File: src/rtl/cbs_pkg.sv
// ----------------------------------------------------------------------------
// cbs_pkg
// Shared types and constants for the cartridge bank switch and scanline IRQ
// block: bus address map, decode operations and result codes.
// ----------------------------------------------------------------------------
`timescale 1ns / 1ps
`default_nettype none

package cbs_pkg;

    // Number of 1 KB character bank slots
    localparam int CHR_SLOTS_DEF = 8;
    // Width of a decoded character slot number
    localparam int DEC_SLOT_W    = 3;

    // Item kinds
    localparam logic KIND_WRITE = 1'b0;
    localparam logic KIND_TICK  = 1'b1;

    // Program slot update codes
    localparam logic [1:0] PRG_NONE = 2'd0;
    localparam logic [1:0] PRG_8000 = 2'd1;
    localparam logic [1:0] PRG_A000 = 2'd2;

    // Exact-match bus addresses
    localparam logic [15:0] ADDR_PRG0     = 16'h8000;
    localparam logic [15:0] ADDR_PRG0_ALT = 16'h8FFF;
    localparam logic [15:0] ADDR_PRG1     = 16'hA000;
    localparam logic [15:0] ADDR_PRG1_ALT = 16'hAFFF;
    localparam logic [15:0] ADDR_MIRROR0  = 16'h9000;
    localparam logic [15:0] ADDR_MIRROR1  = 16'h9004;
    localparam logic [15:0] ADDR_MIRROR2  = 16'h9008;
    localparam logic [15:0] ADDR_IRQ_LO   = 16'hF000;
    localparam logic [15:0] ADDR_IRQ_HI   = 16'hF004;
    localparam logic [15:0] ADDR_IRQ_CTRL = 16'hF008;
    localparam logic [15:0] ADDR_IRQ_ACK  = 16'hF00C;

    // Character group range (address bits 15:12)
    localparam logic [3:0] CHR_GROUP_FIRST = 4'hB;
    localparam logic [3:0] CHR_GROUP_LAST  = 4'hE;

    // Offsets within a character group
    localparam logic [11:0] CHR_OFS_LO_A     = 12'h000;
    localparam logic [11:0] CHR_OFS_HI_A     = 12'h001;
    localparam logic [11:0] CHR_OFS_HI_A_ALT = 12'h004;
    localparam logic [11:0] CHR_OFS_LO_B     = 12'h002;
    localparam logic [11:0] CHR_OFS_LO_B_ALT = 12'h008;
    localparam logic [11:0] CHR_OFS_HI_B     = 12'h003;
    localparam logic [11:0] CHR_OFS_HI_B_ALT = 12'h00C;

    // Counter overflow value
    localparam logic [8:0] IRQ_WRAP = 9'd256;

    // Decoded operation for one item
    typedef enum logic [3:0] {
        OP_NONE,
        OP_TICK,
        OP_PRG0,
        OP_PRG1,
        OP_MIRROR,
        OP_IRQ_LO,
        OP_IRQ_HI,
        OP_IRQ_CTRL,
        OP_IRQ_ACK,
        OP_CHR
    } op_t;

    typedef struct packed {
        op_t                   op;
        logic [DEC_SLOT_W-1:0] chr_slot;
        logic                  chr_high;
    } dec_t;

endpackage

`default_nettype wire

File: src/rtl/cartridge_bank_switch_irq.sv
// Each item passes through the input register, then the result register.
// Throughput: one item per cycle while the receiver does not stall the output, set by the
// single-pass decode and state update between the two registers.
// Reset clears all character nibbles, the IRQ enable, repeat, counter and
// latch, and empties both register stages.
// ----------------------------------------------------------------------------
// cartridge_bank_switch_irq
// Bank switch mapper: decodes bus writes into program, mirroring and character
// bank updates, and runs a scanline IRQ counter.
// ----------------------------------------------------------------------------
`timescale 1ns / 1ps
`default_nettype none

module cartridge_bank_switch_irq #(
    parameter int CHR_SLOTS = cbs_pkg::CHR_SLOTS_DEF,
    localparam int SLOT_W   = $clog2(CHR_SLOTS)
) (
    input  wire logic              clk,
    input  wire logic              rst_n,
    input  wire logic              in_valid,
    output logic                   in_ready,
    input  wire logic              kind,
    input  wire logic [15:0]       address,
    input  wire logic [7:0]        data,
    output logic                   out_valid,
    input  wire logic              out_ready,
    output logic [1:0]             prg_slot_update,
    output logic [7:0]             prg_bank,
    output logic                   chr_update,
    output logic [SLOT_W-1:0]      chr_slot,
    output logic [7:0]             chr_bank,
    output logic                   mirror_update,
    output logic [1:0]             mirror_mode,
    output logic                   irq_pulse
);

    // Input stage
    logic                s1_valid_reg;
    logic                s1_kind_reg;
    logic [15:0]         s1_address_reg;
    logic [7:0]          s1_data_reg;
    logic                s1_advance;

    // Mapper state
    logic [3:0]          chr_lo_reg [CHR_SLOTS];
    logic [3:0]          chr_hi_reg [CHR_SLOTS];
    logic                irq_enable_reg, irq_enable_next;
    logic                irq_repeat_reg, irq_repeat_next;
    logic [8:0]          irq_count_reg, irq_count_next;
    logic [7:0]          irq_reload_reg, irq_reload_next;

    // Result stage
    logic                out_valid_reg;
    logic [1:0]          prg_slot_update_reg, prg_slot_update_next;
    logic [7:0]          prg_bank_reg, prg_bank_next;
    logic                chr_update_reg, chr_update_next;
    logic [SLOT_W-1:0]   chr_slot_reg, chr_slot_next;
    logic [7:0]          chr_bank_reg, chr_bank_next;
    logic                mirror_update_reg, mirror_update_next;
    logic [1:0]          mirror_mode_reg, mirror_mode_next;
    logic                irq_pulse_reg, irq_pulse_next;

    cbs_pkg::dec_t       dec;
    logic [SLOT_W-1:0]   slot_idx;
    logic [3:0]          nib;
    logic [8:0]          count_inc;
    logic                chr_we_lo, chr_we_hi;

    // Advance when the result register is empty or being drained
    assign s1_advance = s1_valid_reg && (!out_valid_reg || out_ready);
    assign in_ready   = !s1_valid_reg || s1_advance;

    always_ff @(posedge clk or negedge rst_n)
    begin
        if (!rst_n)
        begin
            s1_valid_reg <= 1'b0;
        end
        else if (in_ready)
        begin
            s1_valid_reg <= in_valid;
        end
    end

    // Hold the payload of the item in the input stage
    always_ff @(posedge clk)
    begin
        if (in_valid && in_ready)
        begin
            s1_kind_reg    <= kind;
            s1_address_reg <= address;
            s1_data_reg    <= data;
        end
    end

    cbs_decode u_decode (
        .kind    (s1_kind_reg),
        .address (s1_address_reg),
        .dec     (dec)
    );

    assign slot_idx  = dec.chr_slot[SLOT_W-1:0];
    assign nib       = s1_data_reg[3:0];
    assign count_inc = irq_count_reg + 9'd1;

    // Compute results and next IRQ state for the item in the input stage
    always_comb
    begin
        prg_slot_update_next = cbs_pkg::PRG_NONE;
        prg_bank_next        = '0;
        chr_update_next      = 1'b0;
        chr_slot_next        = '0;
        chr_bank_next        = '0;
        mirror_update_next   = 1'b0;
        mirror_mode_next     = '0;
        irq_pulse_next       = 1'b0;
        irq_enable_next      = irq_enable_reg;
        irq_repeat_next      = irq_repeat_reg;
        irq_count_next       = irq_count_reg;
        irq_reload_next      = irq_reload_reg;
        chr_we_lo            = 1'b0;
        chr_we_hi            = 1'b0;
        case (dec.op)
            cbs_pkg::OP_PRG0:
            begin
                prg_slot_update_next = cbs_pkg::PRG_8000;
                prg_bank_next        = s1_data_reg;
            end
            cbs_pkg::OP_PRG1:
            begin
                prg_slot_update_next = cbs_pkg::PRG_A000;
                prg_bank_next        = s1_data_reg;
            end
            cbs_pkg::OP_MIRROR:
            begin
                mirror_update_next = 1'b1;
                mirror_mode_next   = s1_data_reg[1:0];
            end
            cbs_pkg::OP_IRQ_LO:
            begin
                irq_reload_next = {irq_reload_reg[7:4], nib};
            end
            cbs_pkg::OP_IRQ_HI:
            begin
                irq_reload_next = {nib, irq_reload_reg[3:0]};
            end
            cbs_pkg::OP_IRQ_CTRL:
            begin
                irq_enable_next = s1_data_reg[1];
                irq_repeat_next = s1_data_reg[0];
                irq_count_next  = {1'b0, irq_reload_reg};
            end
            cbs_pkg::OP_IRQ_ACK:
            begin
                irq_enable_next = irq_repeat_reg;
            end
            cbs_pkg::OP_CHR:
            begin
                chr_update_next = 1'b1;
                chr_slot_next   = slot_idx;
                if (dec.chr_high)
                begin
                    chr_we_hi     = 1'b1;
                    chr_bank_next = {nib, chr_lo_reg[slot_idx]};
                end
                else
                begin
                    chr_we_lo     = 1'b1;
                    chr_bank_next = {chr_hi_reg[slot_idx], nib};
                end
            end
            cbs_pkg::OP_TICK:
            begin
                if (irq_enable_reg)
                begin
                    if (count_inc == cbs_pkg::IRQ_WRAP)
                    begin
                        irq_count_next  = {1'b0, irq_reload_reg};
                        irq_pulse_next  = 1'b1;
                        irq_enable_next = irq_repeat_reg;
                    end
                    else
                    begin
                        irq_count_next = count_inc;
                    end
                end
            end
            default:
            begin
                irq_count_next = irq_count_reg;
            end
        endcase
    end

    // Update mapper state as the item leaves the input stage
    always_ff @(posedge clk or negedge rst_n)
    begin
        if (!rst_n)
        begin
            for (int i = 0; i < CHR_SLOTS; i++)
            begin
                chr_lo_reg[i] <= '0;
                chr_hi_reg[i] <= '0;
            end
            irq_enable_reg <= 1'b0;
            irq_repeat_reg <= 1'b0;
            irq_count_reg  <= '0;
            irq_reload_reg <= '0;
        end
        else if (s1_advance)
        begin
            if (chr_we_lo)
            begin
                chr_lo_reg[slot_idx] <= nib;
            end
            if (chr_we_hi)
            begin
                chr_hi_reg[slot_idx] <= nib;
            end
            irq_enable_reg <= irq_enable_next;
            irq_repeat_reg <= irq_repeat_next;
            irq_count_reg  <= irq_count_next;
            irq_reload_reg <= irq_reload_next;
        end
    end

    // Result register valid
    always_ff @(posedge clk or negedge rst_n)
    begin
        if (!rst_n)
        begin
            out_valid_reg <= 1'b0;
        end
        else if (!out_valid_reg || out_ready)
        begin
            out_valid_reg <= s1_valid_reg;
        end
    end

    // Load the result payload
    always_ff @(posedge clk)
    begin
        if (s1_advance)
        begin
            prg_slot_update_reg <= prg_slot_update_next;
            prg_bank_reg        <= prg_bank_next;
            chr_update_reg      <= chr_update_next;
            chr_slot_reg        <= chr_slot_next;
            chr_bank_reg        <= chr_bank_next;
            mirror_update_reg   <= mirror_update_next;
            mirror_mode_reg     <= mirror_mode_next;
            irq_pulse_reg       <= irq_pulse_next;
        end
    end

    assign out_valid       = out_valid_reg;
    assign prg_slot_update = prg_slot_update_reg;
    assign prg_bank        = prg_bank_reg;
    assign chr_update      = chr_update_reg;
    assign chr_slot        = chr_slot_reg;
    assign chr_bank        = chr_bank_reg;
    assign mirror_update   = mirror_update_reg;
    assign mirror_mode     = mirror_mode_reg;
    assign irq_pulse       = irq_pulse_reg;

    // Interrupt results carry no bank or mirroring update
    a_irq_exclusive: assert property (@(posedge clk) disable iff (!rst_n)
        out_valid && irq_pulse |->
            prg_slot_update == cbs_pkg::PRG_NONE && !chr_update && !mirror_update)
        else $error("irq pulse together with a bank update");

    // Counter never rests at the wrap value
    a_count_range: assert property (@(posedge clk) disable iff (!rst_n)
        !irq_count_reg[8])
        else $error("irq counter left at wrap value");

    // A stalled result blocks the input stage
    a_stall_blocks: assert property (@(posedge clk) disable iff (!rst_n)
        out_valid && !out_ready |-> !s1_advance)
        else $error("input stage advanced into a stalled result");

    // No item enters while the input stage is full and stalled
    a_no_overrun: assert property (@(posedge clk) disable iff (!rst_n)
        s1_valid_reg && out_valid && !out_ready |-> !in_ready)
        else $error("item accepted over a held item");

endmodule

`default_nettype wire

File: src/rtl/cbs_decode.sv
// ----------------------------------------------------------------------------
// cbs_decode
// Decodes one item (bus write or scanline tick) into an operation, plus the
// character slot and nibble half for character bank writes.
// ----------------------------------------------------------------------------
`timescale 1ns / 1ps
`default_nettype none

module cbs_decode (
    input  wire logic          kind,
    input  wire logic [15:0]   address,
    output cbs_pkg::dec_t      dec
);

    logic [3:0]  group;
    logic [1:0]  pair;

    assign group = address[15:12];
    assign pair  = 2'(group - cbs_pkg::CHR_GROUP_FIRST);

    // Match the address exactly, then fall back to the character groups
    always_comb
    begin
        dec.op       = cbs_pkg::OP_NONE;
        dec.chr_slot = '0;
        dec.chr_high = 1'b0;
        if (kind == cbs_pkg::KIND_TICK)
        begin
            dec.op = cbs_pkg::OP_TICK;
        end
        else
        begin
            case (address)
                cbs_pkg::ADDR_PRG0, cbs_pkg::ADDR_PRG0_ALT: dec.op = cbs_pkg::OP_PRG0;
                cbs_pkg::ADDR_PRG1, cbs_pkg::ADDR_PRG1_ALT: dec.op = cbs_pkg::OP_PRG1;
                cbs_pkg::ADDR_MIRROR0, cbs_pkg::ADDR_MIRROR1, cbs_pkg::ADDR_MIRROR2:
                    dec.op = cbs_pkg::OP_MIRROR;
                cbs_pkg::ADDR_IRQ_LO:   dec.op = cbs_pkg::OP_IRQ_LO;
                cbs_pkg::ADDR_IRQ_HI:   dec.op = cbs_pkg::OP_IRQ_HI;
                cbs_pkg::ADDR_IRQ_CTRL: dec.op = cbs_pkg::OP_IRQ_CTRL;
                cbs_pkg::ADDR_IRQ_ACK:  dec.op = cbs_pkg::OP_IRQ_ACK;
                default:
                begin
                    if (group inside {[cbs_pkg::CHR_GROUP_FIRST:cbs_pkg::CHR_GROUP_LAST]})
                    begin
                        case (address[11:0])
                            cbs_pkg::CHR_OFS_LO_A:
                            begin
                                dec.op       = cbs_pkg::OP_CHR;
                                dec.chr_slot = {pair, 1'b0};
                            end
                            cbs_pkg::CHR_OFS_HI_A, cbs_pkg::CHR_OFS_HI_A_ALT:
                            begin
                                dec.op       = cbs_pkg::OP_CHR;
                                dec.chr_slot = {pair, 1'b0};
                                dec.chr_high = 1'b1;
                            end
                            cbs_pkg::CHR_OFS_LO_B, cbs_pkg::CHR_OFS_LO_B_ALT:
                            begin
                                dec.op       = cbs_pkg::OP_CHR;
                                dec.chr_slot = {pair, 1'b1};
                            end
                            cbs_pkg::CHR_OFS_HI_B, cbs_pkg::CHR_OFS_HI_B_ALT:
                            begin
                                dec.op       = cbs_pkg::OP_CHR;
                                dec.chr_slot = {pair, 1'b1};
                                dec.chr_high = 1'b1;
                            end
                            default:
                            begin
                                dec.op = cbs_pkg::OP_NONE;
                            end
                        endcase
                    end
                end
            endcase
        end
    end

endmodule

`default_nettype wire

File: config.mk
export PLATFORM = sky130hd
export DESIGN_NAME = cartridge_bank_switch_irq
export DESIGN_NICKNAME = d
export VERILOG_FILES = /design/src/rtl/cbs_pkg.sv /design/src/rtl/cartridge_bank_switch_irq.sv /design/src/rtl/cbs_decode.sv
export SDC_FILE = /design/constraint.sdc
export NUM_CORES = 1
export LEC_CHECK = 0
export BUFFER_PORTS_ARGS = -buffer_cell sky130_fd_sc_hd__buf_2
export CAP_MARGIN = 20
export CORE_ASPECT_RATIO = 0.75
export CORE_MARGIN = 2
export CORE_UTILIZATION = 46
export DETAILED_ROUTE_END_ITERATION = 8
export PLACE_DENSITY = 0.7
export SYNTH_ARGS = -nofsm -noshare
export SYNTH_HDL_FRONTEND = slang
export SYNTH_SLANG_ARGS = --single-unit
File: constraint.sdc
create_clock -name clk -period 5.8 [get_ports clk]
set_clock_uncertainty 0.1 [all_clocks]
set_input_delay 0.87 -clock clk [delete_from_list [all_inputs] [get_ports clk]]
set_output_delay 0.87 -clock clk [all_outputs]
set_load 0.005 [all_outputs]
## Word-level counts from Yosys, hierarchy flattened

Cells that the tools add are included.

| storage, ports and cells | value |
|---|---|
| register bits after elaboration | 136 |
| bits of input ports | 29 |
| output and inout port bits | 28 |
| word-level logic and storage cells | 133 |

| operators by class | value |
|---|---|
| add/sub/neg operators | 2 |
| order comparisons | 4 |
| equality and inequality tests | 28 |
| multiplexer cells | 34 |
| bitwise operators | 3 |
| reduce and logical (&&, ||, !) cells | 28 |

Operators with widths:

| operator | number |
|---|---|
| $eq 16x16->1 const B | 11 |
| $bwmux 32 | 2 |
| $mux 4 | 9 |
| $pmux 4 s7 | 1 |
| $bmux 4 s3 | 2 |
| $eq 12x2->1 const B | 2 |
| $eq 12x4->1 const B | 2 |
| $mux 9 | 2 |
| $pmux 9 s2 | 1 |
| $eq 4x3->1 const B | 4 |
| $mux 8 | 2 |
| $pmux 8 s2 | 1 |
| $demux 4 s3 | 1 |
| $eq 12x1->1 const B | 1 |
| $eq 12x3->1 const B | 1 |
| $logic_not 12->1 | 1 |
| $reduce_or 11->1 | 1 |
| $mux 1 | 10 |
| $reduce_and 2->1 | 5 |
| $add 9x1->9 const B | 1 |
| $eq 9x9->1 const B | 1 |
| $reduce_and 3->1 | 3 |
| $eq 4x2->1 const B | 2 |
| $eq 4x4->1 const B | 2 |
| other kinds (20) | 31 |

## Longest topological paths before layout

Gate-level depths: netlist of the first run.

| logic depth | value |
|---|---|
| word-level depth | 12 |
| gate-level depth with buffers | 11 |
| gate-level depth less buffers | 9 |

## Modules after synthesis

A second synthesis of the first run with hierarchy kept.

| unflattened totals | value |
|---|---|
| cells, all modules | 520 |
| area, all modules | 6536.3 µm² |

By module, submodules not included:

| module | instances | cells each | area an instance (µm²) | sequential area each (µm²) |
|---|---|---|---|---|
| cartridge_bank_switch_irq | 1 | 470 | 6162.2 | 3658.5 |
| cbs_decode | 1 | 50 | 374.1 | 0.0 |

## Worst setup path before layout of the first run

Ideal clock, no wire load.

| path | value |
|---|---|
| path type | reg-to-reg |
| start point | reg s1_address_reg[4] |
| end point | reg chr_bank_reg[1] (netlist: chr_bank[1]) (data pin) |
| setup time | 0.264 ns |
| arrival | 3.068 ns |
| required time | 5.436 ns |
| slack | 2.368 ns |
| cell stages (with the launch flop) | 9 |
| buffers on the path | 1 |
| clock period less this slack | 3.432 ns |
| cell sequence | edfxtp_1 > or4_1 > or4_1 > buf_2 > or3_1 > nand3_1 > mux4_2 > a221oi_1 > o21ai_0 |

| on the way | value |
|---|---|
| longest elaborated chain between the ends | 11 |
| elaborated cells between the ends (all ways) | 40 |
| those cells by class | 18 x eq/ne; 12 x mux; 1 x bitwise; 9 x reduce/logical |

Ends and longest elaborated chain:

| element | RTL line | RTL |
|---|---|---|
| start, declared | cartridge_bank_switch_irq.sv:40 | `logic [15:0] s1_address_reg;` |
| start signal, assigned | cartridge_bank_switch_irq.sv:91 | `s1_address_reg <= address;` |
| $eq 12x2->1 (tied with other cells) | cbs_decode.sv:46 | `case (address[11:0])` |
| $reduce_or 4->1 (no line) or $reduce_or 3->1 (tied branches) | - |  |
| $pmux 3 s2 | cbs_decode.sv:46 |  |
| $mux 8 | cbs_decode.sv:44 | `if (group inside {[cbs_pkg::CHR_GROUP_FIRST:cbs_pkg::CHR_GROUP_LAST]})` |
| $mux 4 | cbs_decode.sv:33 | `case (address)` |
| $mux 4 | cbs_decode.sv:27 | `if (kind == cbs_pkg::KIND_TICK)` |
| $not 3->4 (implied by the code) | cartridge_bank_switch_irq.sv:164 | `chr_bank_next = {nib, chr_lo_reg[slot_idx]};` |
| $bmux 4 s3 | cartridge_bank_switch_irq.sv:164 |  |
| $mux 4 (implied by the code) (2 in a row) | cartridge_bank_switch_irq.sv:164 |  |
| $mux 8 | cartridge_bank_switch_irq.sv:161 | `if (dec.chr_high)` |
| end signal, assigned | cartridge_bank_switch_irq.sv:249 | `chr_bank_reg <= chr_bank_next;` |
| end, declared | cartridge_bank_switch_irq.sv:58 | `logic [7:0] chr_bank_reg, chr_bank_next;` |

Several ways; a longest one is shown, not always the timed one. The select of a mux whose other input is x is not followed.
A chain may end at the register's enable or synchronous reset.

## Final worst setup path of the first run

Ends and elaborated chain as after synthesis.

==> impl_metrics.tcl, run 1 <==
set metrics [dict create \
    drc 0 \
    viasPerCell 6.107 \
    areaGrowthSynthToFinish_pct 16.69 \
    htreeDepth 4 \
    synthCells 546 \
    max_slew_margin_pct 33.99 \
    ys_seq_area_share_pct 55.70 \
    synth_flop_cell "dfrtp_1" \
    critPathMaxStageDelay_ns 0.73 \
    cp_max_fo 7 \
    maxCapViolCount 0 \
    period_share_pct 69.00 \
    r2r-start "s1_address_reg[4]" \
    routed_wl_um 15960 \
    period_needed_ns 4.002 \
    ir_drop_mv 0.2127 \
    grt_use_total_pct 22.11 \
    reg2reg_slack_ns 1.80 \
    p_leak_nw 3.169 \
    startpoint "s1_address_reg[4]" \
    dieHeight_um 107.5 \
    grt_antenna_before_repair 0 \
    path_cells "or4_1, or4_1, or3_1, nand3_1, mux4_2, a221oi_1, o21ai_0" \
    crit_top_cell "or4_1" \
    synth-edff-count 51 \
    grt_max_degree 77 \
    finalSetupViolations 0 \
    crit_slowest_cell "or4_1" \
    arrival_ns 4.05 \
    cts_tree "built" \
    path_class "reg2reg" \
    layout.nets 638 \
    holdBufCountCts 0 \
    ys_async_sr_fraction_pct 62.50 \
    portBuffers 56 \
    gp_congestion 0.9424 \
    antennaDiodeCount 0 \
    grt-ovfl-total 0 \
    hpwl_um 11100 \
    crit_end "chr_bank[1]" \
    postCtsSetupBuffers 0 \
    min_path_type "in2async" \
    reg2reg_to "chr_bank[1]" \
    worst_pin_slew_ns 0.9901 \
    fp.dieW_um 142.0 \
    netlist_area_mm2 0.006569 \
    cts_buffer_depth 2 \
    route.vias.total 4837 \
    timing.fmax_ghz 0.2499 \
    grt_pass1_wl_um 25680 \
    postLayoutCoreUtil_pct 55.37 \
    worst_path_dominant_cell_family "simple AND/OR/NAND/NOR gates" \
    synth_cell_type_count 66 \
    startpoint_type "register" \
    cp.required_ns 5.85 \
    drt_iter0_drc 418 \
    avgSynthCellArea_um2 12.03 \
    cts.repair.resized 0 \
    cts-root-buf "clkbuf_16" \
    final_cell_mix "dfrtp_1 (85), mux2_2 (77), buf_2 (55), edfxtp_1 (51), nand2_1 (49)" \
    ant_nets 0 \
    ios 57 \
    firstDrtPassIters 5 \
    grt_pass1_vias 4703 \
    synth_top_area_cell "dfrtp_1" \
    dieArea_mm2 0.01526 \
    syn_nets 580 \
    crit_path_end_kind "register" \
    cts.clk_slew.worst_paths_ns 0.06 \
    synth_top_area_share_pct 32.38 \
    slew_violations 0 \
    clock-sinks 136 \
    synthTopCellsByArea "dfrtp_1 (32%), edfxtp_1 (23%), mux2_2 (13%), nand2_1 (2.8%), o21ai_0 (2.1%)" \
    drive_above_1_share_pct 31.12 \
    cp_num_cells 7 \
    p_per_area_mw_per_mm2 297.0 \
    fin_tns_setup_ns 0 \
    rsz0062_at_grt "no" \
    clk_latency_ns 0.42 \
    coreArea_mm2 0.01384 \
    final_common_cell "dfrtp_1" \
    cp_num_buf_inv 0 \
    routedWlPerCell_um 20.15 \
    row_count 37 \
    start_util_pct 47.46 \
    ys_seq_elements 136 \
    hold_violations 0 \
    r2r_cells 7 \
    status "completed" \
    yosysWarnings 0 \
    cts_buffers 17 \
]
report_power, final:
part / switching, mW / internal, mW
sequential: 0.0302 / 1.03
clock: 0.442 / 0.669
combinational: 0.0733 / 0.0346
worst min path at each step:
stage	end	slack, ns	cells past startpoint
after floorplan	out_valid	0.36	1
after global placement	out_valid	0.37	1
after detailed placement	out_valid	0.38	1
after CTS	irq_count_reg[8]	0.17	1
after global routing	irq_count_reg[8]	0.16	1
final	irq_count_reg[8]	0.17	1
cells in the mapped netlist (6+ instances only):
cell type and number:
mux2_2 77, clkbuf_1 20, nand2_1 49, nor4_1 10
o21ai_0 27, nand2b_1 6, or4_1 6, nor2_1 26
a31oi_1 6, a21oi_1 22, dfrtp_1 85, nand4_1 10
nor3_1 18, edfxtp_1 51, nand3_1 11, and2_1 19
layer usage:
layer / part of all wire [%] / GRT usage, % / wire, um / vias to the layer above
met5: 0 / 0 / 0 / -
met4: 1.2 / 6.071 / 185 / 0
met3: 7.1 / 6.717 / 1135 / 15
met2: 44 / 32.92 / 7028 / 165
met1: 48 / 31.47 / 7608 / 2464
li1: - / - / - / 2193
metrics by stage:
| step | cell area, um^2 | power [mW] | std cells | setup WS (ns) | hold WS, ns |
|---|---|---|---|---|---|
| 6_report | 7665 | 2.276 | 792 | 1.798 | 0.1701 |
| 4_1_cts | 7665 | 2.288 | 792 | 1.850 | 0.1667 |
| 2_1_floorplan | 6569 | 1.120 | 546 | 2.368 | 0.3572 |
| 3_3_place_gp | 7027 | 1.176 | 759 | 1.849 | 0.3707 |
| 5_1_grt | 7665 | 2.351 | 792 | 1.665 | 0.1626 |
| 3_5_place_dp | 7054 | 1.183 | 760 | 1.863 | 0.3779 |
final cells by class:
class	instances	area [um^2]
Fill cell	1150	6177
Clock buffer	18	450.4
Timing Repair Buffer	62	347.8
Clock inverter	14	160.2
Sequential cell	136	3659
Inverter	7	26.28
Tap cell	175	219.0
Multi-Input combinational cell	380	2803
cell families (layout without fill, tap and decap cells):
group / after synthesis / after routing / synth area share (%)
and+or+nand+nor: 182 / 182 / 14.91
DFF: 136 / 136 / 55.70
AOI/OAI and AO/OA: 108 / 108 / 12.13
muxes: 83 / 83 / 14.30
buffers and inverters: 30 / 101 / 1.733
adders and majority gates: 5 / 5 / 0.9524
xor gates and xnor gates: 2 / 2 / 0.2667
Note: power is estimated with default switching activity, not from simulation.
==> run 2: changes to the inputs <==
--- a/config.mk
+++ b/config.mk
@@ -11,7 +11,7 @@
 export CORE_MARGIN = 2
 export CORE_UTILIZATION = 46
 export DETAILED_ROUTE_END_ITERATION = 8
-export PLACE_DENSITY = 0.7
+export PLACE_DENSITY = 0.73
 export SYNTH_ARGS = -nofsm -noshare
 export SYNTH_HDL_FRONTEND = slang
 export SYNTH_SLANG_ARGS = --single-unit
==> constraint.sdc (replaced) <==
create_clock -name clk -period 3.6 [get_ports clk]
set_clock_uncertainty 0.1 [all_clocks]
set_input_delay 0.54 -clock clk [delete_from_list [all_inputs] [get_ports clk]]
set_output_delay 0.54 -clock clk [all_outputs]
set_load 0.005 [all_outputs]
==> impl_metrics.tcl, run 2 (same netlist as run 1, synthesis figures left out) <==
set metrics [dict create \
    ant_nets 0 \
    fill_cells 1107 \
    hold_violations 0 \
    timing.fmax_ghz 0.2896 \
    row_count 37 \
    grt_antenna_before_repair 0 \
    switchingPower_mw 0.8176 \
    cts-root-buf "clkbuf_16" \
    swShare_pct 22.62 \
    final_cell_area_mm2 0.007855 \
    drt_iter0_drc 402 \
    startpoint_type "register" \
    finalSetupViolations 0 \
    period_needed_ns 3.453 \
    crit_path_end_kind "register" \
    p_clk_share_pct 47.8 \
    grt_max_degree 43 \
    path_class "reg2reg" \
    status "completed" \
    wl_met3_um 1184 \
    wl_met1_um 7260 \
    final_cell_mix "dfrtp_1 (85), mux2_2 (77), buf_2 (55), edfxtp_1 (51), nand2_1 (49)" \
    final_common_cell "dfrtp_1" \
    place_area_mm2 0.007246 \
    firstDrtPassIters 5 \
    cp_max_fo 6 \
    ir_drop_mv 0.3048 \
    clock-sinks 136 \
    grt-ovfl-total 0 \
    routed_wl_um 16290 \
    totalPowerFinal_mw 3.615 \
    cts_buffers 17 \
    crit_slowest_cell "or4_4" \
    cts.clk_slew.worst_paths_ns 0.06 \
    slew_violations 0 \
    grt_use_total_pct 22.91 \
    route.vias.total 5010 \
    max_slew_margin_pct 38.82 \
    clk_latency_ns 0.42 \
    portBuffers 56 \
    fp.dieW_um 142.0 \
    internal_power_mw 2.797 \
    worst_pin_slew_ns 0.9177 \
    antennaDiodeCount 0 \
    start_util_pct 47.46 \
    areaGrowthSynthToFinish_pct 19.58 \
    viasPerCell 6.102 \
    layout.nets 667 \
    dieHeight_um 107.5 \
    share_seq_of_total_power_pct 46.9 \
    arrival_ns 3.51 \
    top_layer "met4" \
    holdWs_ns 0.01782 \
    fin_tns_setup_ns 0 \
    cp.required_ns 3.66 \
    coreArea_mm2 0.01384 \
    layout.cells.non_filler 821 \
    rsz0062_at_grt "no" \
    crit_top_cell "or4_4" \
    cts_tree "built" \
    period_share_pct 95.91 \
    p_per_area_mw_per_mm2 460.2 \
    place_ws_ns 0.05724 \
    drive_above_1_share_pct 34.21 \
    critPathMaxStageDelay_ns 0.58 \
    layout_setup_ws_ns 0.1472 \
    grt_pass1_wl_um 26720 \
    ios 57 \
    maxCapViolCount 0 \
    hpwl_um 11550 \
    wl_met2_um 7496 \
    dieArea_mm2 0.01526 \
    htreeDepth 4 \
    pwr-share-comb_pct 5.3 \
    routedWlPerCell_um 19.84 \
    cts_buffer_depth 2 \
    gp_congestion 0.9172 \
    drc 0 \
    dp.cells 789 \
    min_path_type "in2async" \
    path_cells "or4_4, or4_4, or3_1, nand3_1, mux4_2, a221oi_2, o21ai_0" \
    postLayoutCoreUtil_pct 56.75 \
    p_leak_nw 3.307 \
    grt_pass1_vias 5072 \
]
run 2: cell count changes in the layout (fill, tap and decap cells not counted), moves of 2 or more:
cell / previous run / this run
inv_6: 4 / 1
or4_1: 6 / 4
clkinv_1: 2 / 5
clkinvlp_4: 2 / 0
or4_4: 0 / 2
buf_4: 6 / 36
clkinv_2: 0 / 4
inv_4: 2 / 0
run 2: power groups by stage:
stage / sequential, mW / combinational, mW / clock (mW)
after global placement: 1.72 / 0.184 / 0
after detailed placement: 1.73 / 0.189 / 0
after floorplan: 1.70 / 0.0991 / 0
after global routing: 1.70 / 0.211 / 1.82
after CTS: 1.70 / 0.190 / 1.75
final: 1.70 / 0.190 / 1.73
run 2: path summary, 6_finish.rpt:
check	from	end	slack, ns	cells after the start
worst max register to register	s1_address_reg[4]	chr_bank[1]	0.15	7
worst max-delay path	s1_address_reg[4]	chr_bank[1]	0.15	7
worst min-delay path	rst_n	chr_hi_reg[29]	0.02	1
worst min register to register	s1_valid_reg	out_valid	0.40	1
max in group asynchronous	rst_n	chr_hi_reg[20]	2.65	2
min in group clk	address[1]	s1_address_reg[1]	0.19	1
run 2: cell type report:
type	instances	area (um^2)	area share (%)
clock buffer	18	429.2	5.464
clock inverter	14	156.4	1.991
inverter	7	26.28	0.3345
multi-input combinational	380	2820	35.90
sequential	136	3659	46.58
tap	175	219.0	2.788
timing repair buffer	91	545.5	6.945
run 2: what timing repair did:
action,4_1_cts,5_1_grt
buffers inserted,0,0
endpoints found under the setup margin,0,35
hold buffers,0,0
gates resized for setup,0,5
run 2: worst max-delay path: cells and delay by family (launching register included):
family / cells / cell delay (ns)
flops: 1 / 0.41
simple gates: 4 / 1.76
compound gates: 2 / 0.38
mux: 1 / 0.53
run 2: layer usage:
metal	track usage [%]	up-vias
li1	-	2254
met1	31.37	2494
met2	34.99	222
met3	6.895	40
met4	7.643	0
met5	0	-
==> run 3: changes to the inputs <==
--- a/config.mk
+++ b/config.mk
@@ -11,7 +11,7 @@
 export CORE_MARGIN = 2
 export CORE_UTILIZATION = 46
 export DETAILED_ROUTE_END_ITERATION = 8
-export PLACE_DENSITY = 0.73
+export PLACE_DENSITY = 0.78
 export SYNTH_ARGS = -nofsm -noshare
 export SYNTH_HDL_FRONTEND = slang
 export SYNTH_SLANG_ARGS = --single-unit
==> impl_metrics.tcl, run 3 (same netlist as run 1, synthesis figures left out) <==
set metrics [dict create \
    status "completed" \
    cts_buffer_depth 2 \
    routed_wl_um 16160 \
    share_seq_of_total_power_pct 46.3 \
    cp.required_ns 3.81 \
    dieArea_mm2 0.01526 \
    grt_use_total_pct 22.63 \
    row_count 37 \
    viasPerCell 6.148 \
    worst_pin_slew_ns 0.9325 \
    grt_pass1_wl_um 26440 \
    grt_max_degree 86 \
    startpoint_type "register" \
    routedWlPerCell_um 19.66 \
    period_share_pct 96.86 \
    switchingPower_mw 0.8579 \
    clock-sinks 136 \
    final_cell_mix "dfrtp_1 (85), mux2_2 (77), buf_2 (55), edfxtp_1 (51), nand2_1 (49)" \
    internal_power_mw 2.808 \
    cts_buffers 17 \
    start_util_pct 47.46 \
    hpwl_um 11130 \
    rsz0062_at_grt "no" \
    drive_above_1_share_pct 34.62 \
    portBuffers 56 \
    dieHeight_um 107.5 \
    final_common_cell "dfrtp_1" \
    maxCapViolCount 0 \
    crit_path_end_kind "register" \
    areaGrowthSynthToFinish_pct 20.63 \
    postLayoutCoreUtil_pct 57.24 \
    finalSetupViolations 0 \
    coreArea_mm2 0.01384 \
    p_per_area_mw_per_mm2 462.6 \
    p_leak_nw 3.312 \
    holdWs_ns 0.1887 \
    hold_violations 0 \
    cp_max_fo 5 \
    max_slew_margin_pct 37.83 \
    cts_tree "built" \
    grt_pass1_vias 5081 \
    ir_drop_mv 0.3741 \
    ios 57 \
    multi_input_area_mm2 0.002841 \
    fin_tns_setup_ns 0 \
    firstDrtPassIters 5 \
    cts-root-buf "clkbuf_16" \
    fill_cells 1060 \
    pwr-share-comb_pct 5.3 \
    grt-ovfl-total 0 \
    path_class "reg2reg" \
    ant_nets 0 \
    gp_congestion 0.9605 \
    p_clk_share_pct 48.4 \
    grt_antenna_before_repair 0 \
    drc 0 \
    layout.nets 668 \
    route.vias.total 5054 \
    drt_iter0_drc 577 \
    cts.clk_slew.worst_paths_ns 0.06 \
    period_needed_ns 3.487 \
    arrival_ns 3.69 \
    seqCellArea_mm2 0.003659 \
    min_path_type "in2reg" \
    swShare_pct 23.40 \
    timing.fmax_ghz 0.2868 \
    htreeDepth 4 \
    fp.dieW_um 142.0 \
    slew_violations 0 \
    antennaDiodeCount 0 \
    clk_latency_ns 0.42 \
]
[run 3: layer usage]
layer | wire [um] | vias up | GRT usage (%)
met1 | 7136 | 2512 | 30.74
met4 | 274 | 0 | 7.857
li1 | - | 2263 | -
met5 | 0 | - | 0
met2 | 7442 | 246 | 35.92
met3 | 1310 | 33 | 5.205
[run 3: layout make-up]
class	instances	area share [%]
clock buffer	17	5.369
clock inverter	15	2.242
inverter	7	0.3316
multi-input combinational	380	35.86
sequential	136	46.17
tap	175	2.763
timing repair buffer	92	7.264
[run 3: timing repair]
action                                  CTS  global route
hold buffers                              0             1
setup buffers                             0             1
resized for setup                         0             7
endpoints found under the hold margin     0            19
endpoints found under the setup margin    0            27
[run 3: through the flow]
stage          cell area (um^2)  cells  power [mW]  setup WS [ns]
6_report                   7924    822       3.666         0.1129
5_1_grt                    7924    822       3.785        0.02132
4_1_cts                    7834    819       3.676        0.02892
3_5_place_dp               7231    787       1.911        0.08137
3_3_place_gp               7231    787       1.903         0.1340
2_1_floorplan              6569    546       1.804         0.1685
[run 3: final timing paths]
kind	depth (start not counted)	startpoint	end	slack (ns)
worst max-delay path	8	s1_address_reg[4]	chr_lo_reg[22]	0.11
worst min-delay path	1	address[9]	s1_address_reg[9]	0.19
worst max register to register	8	s1_address_reg[4]	chr_lo_reg[22]	0.11
worst min register to register	1	chr_lo_reg[0]	chr_lo_reg[0]	0.40
max in group asynchronous	3	rst_n	chr_hi_reg[20]	2.33
min in group asynchronous	2	rst_n	irq_count_reg[1]	0.44
[run 3: worst max-delay path, cell delays in order, from the launching register on]
cell and delay [ns]:
edfxtp_1 0.42, or4_1 0.57, buf_4 0.17, nand4bb_1 0.39, a2111oi_4 0.43, nand2_1 0.17
a2111oi_4 0.43, and2_1 0.33, mux2_2 0.37
[run 3: power groups by stage]
stage | Clock [mW] | Combinational, mW | Sequential [mW]
after CTS | 1.79 | 0.185 | 1.70
after global placement | 0 | 0.179 | 1.72
after detailed placement | 0 | 0.184 | 1.73
final | 1.77 | 0.193 | 1.70
after global routing | 1.87 | 0.215 | 1.70
after floorplan | 0 | 0.0991 | 1.70
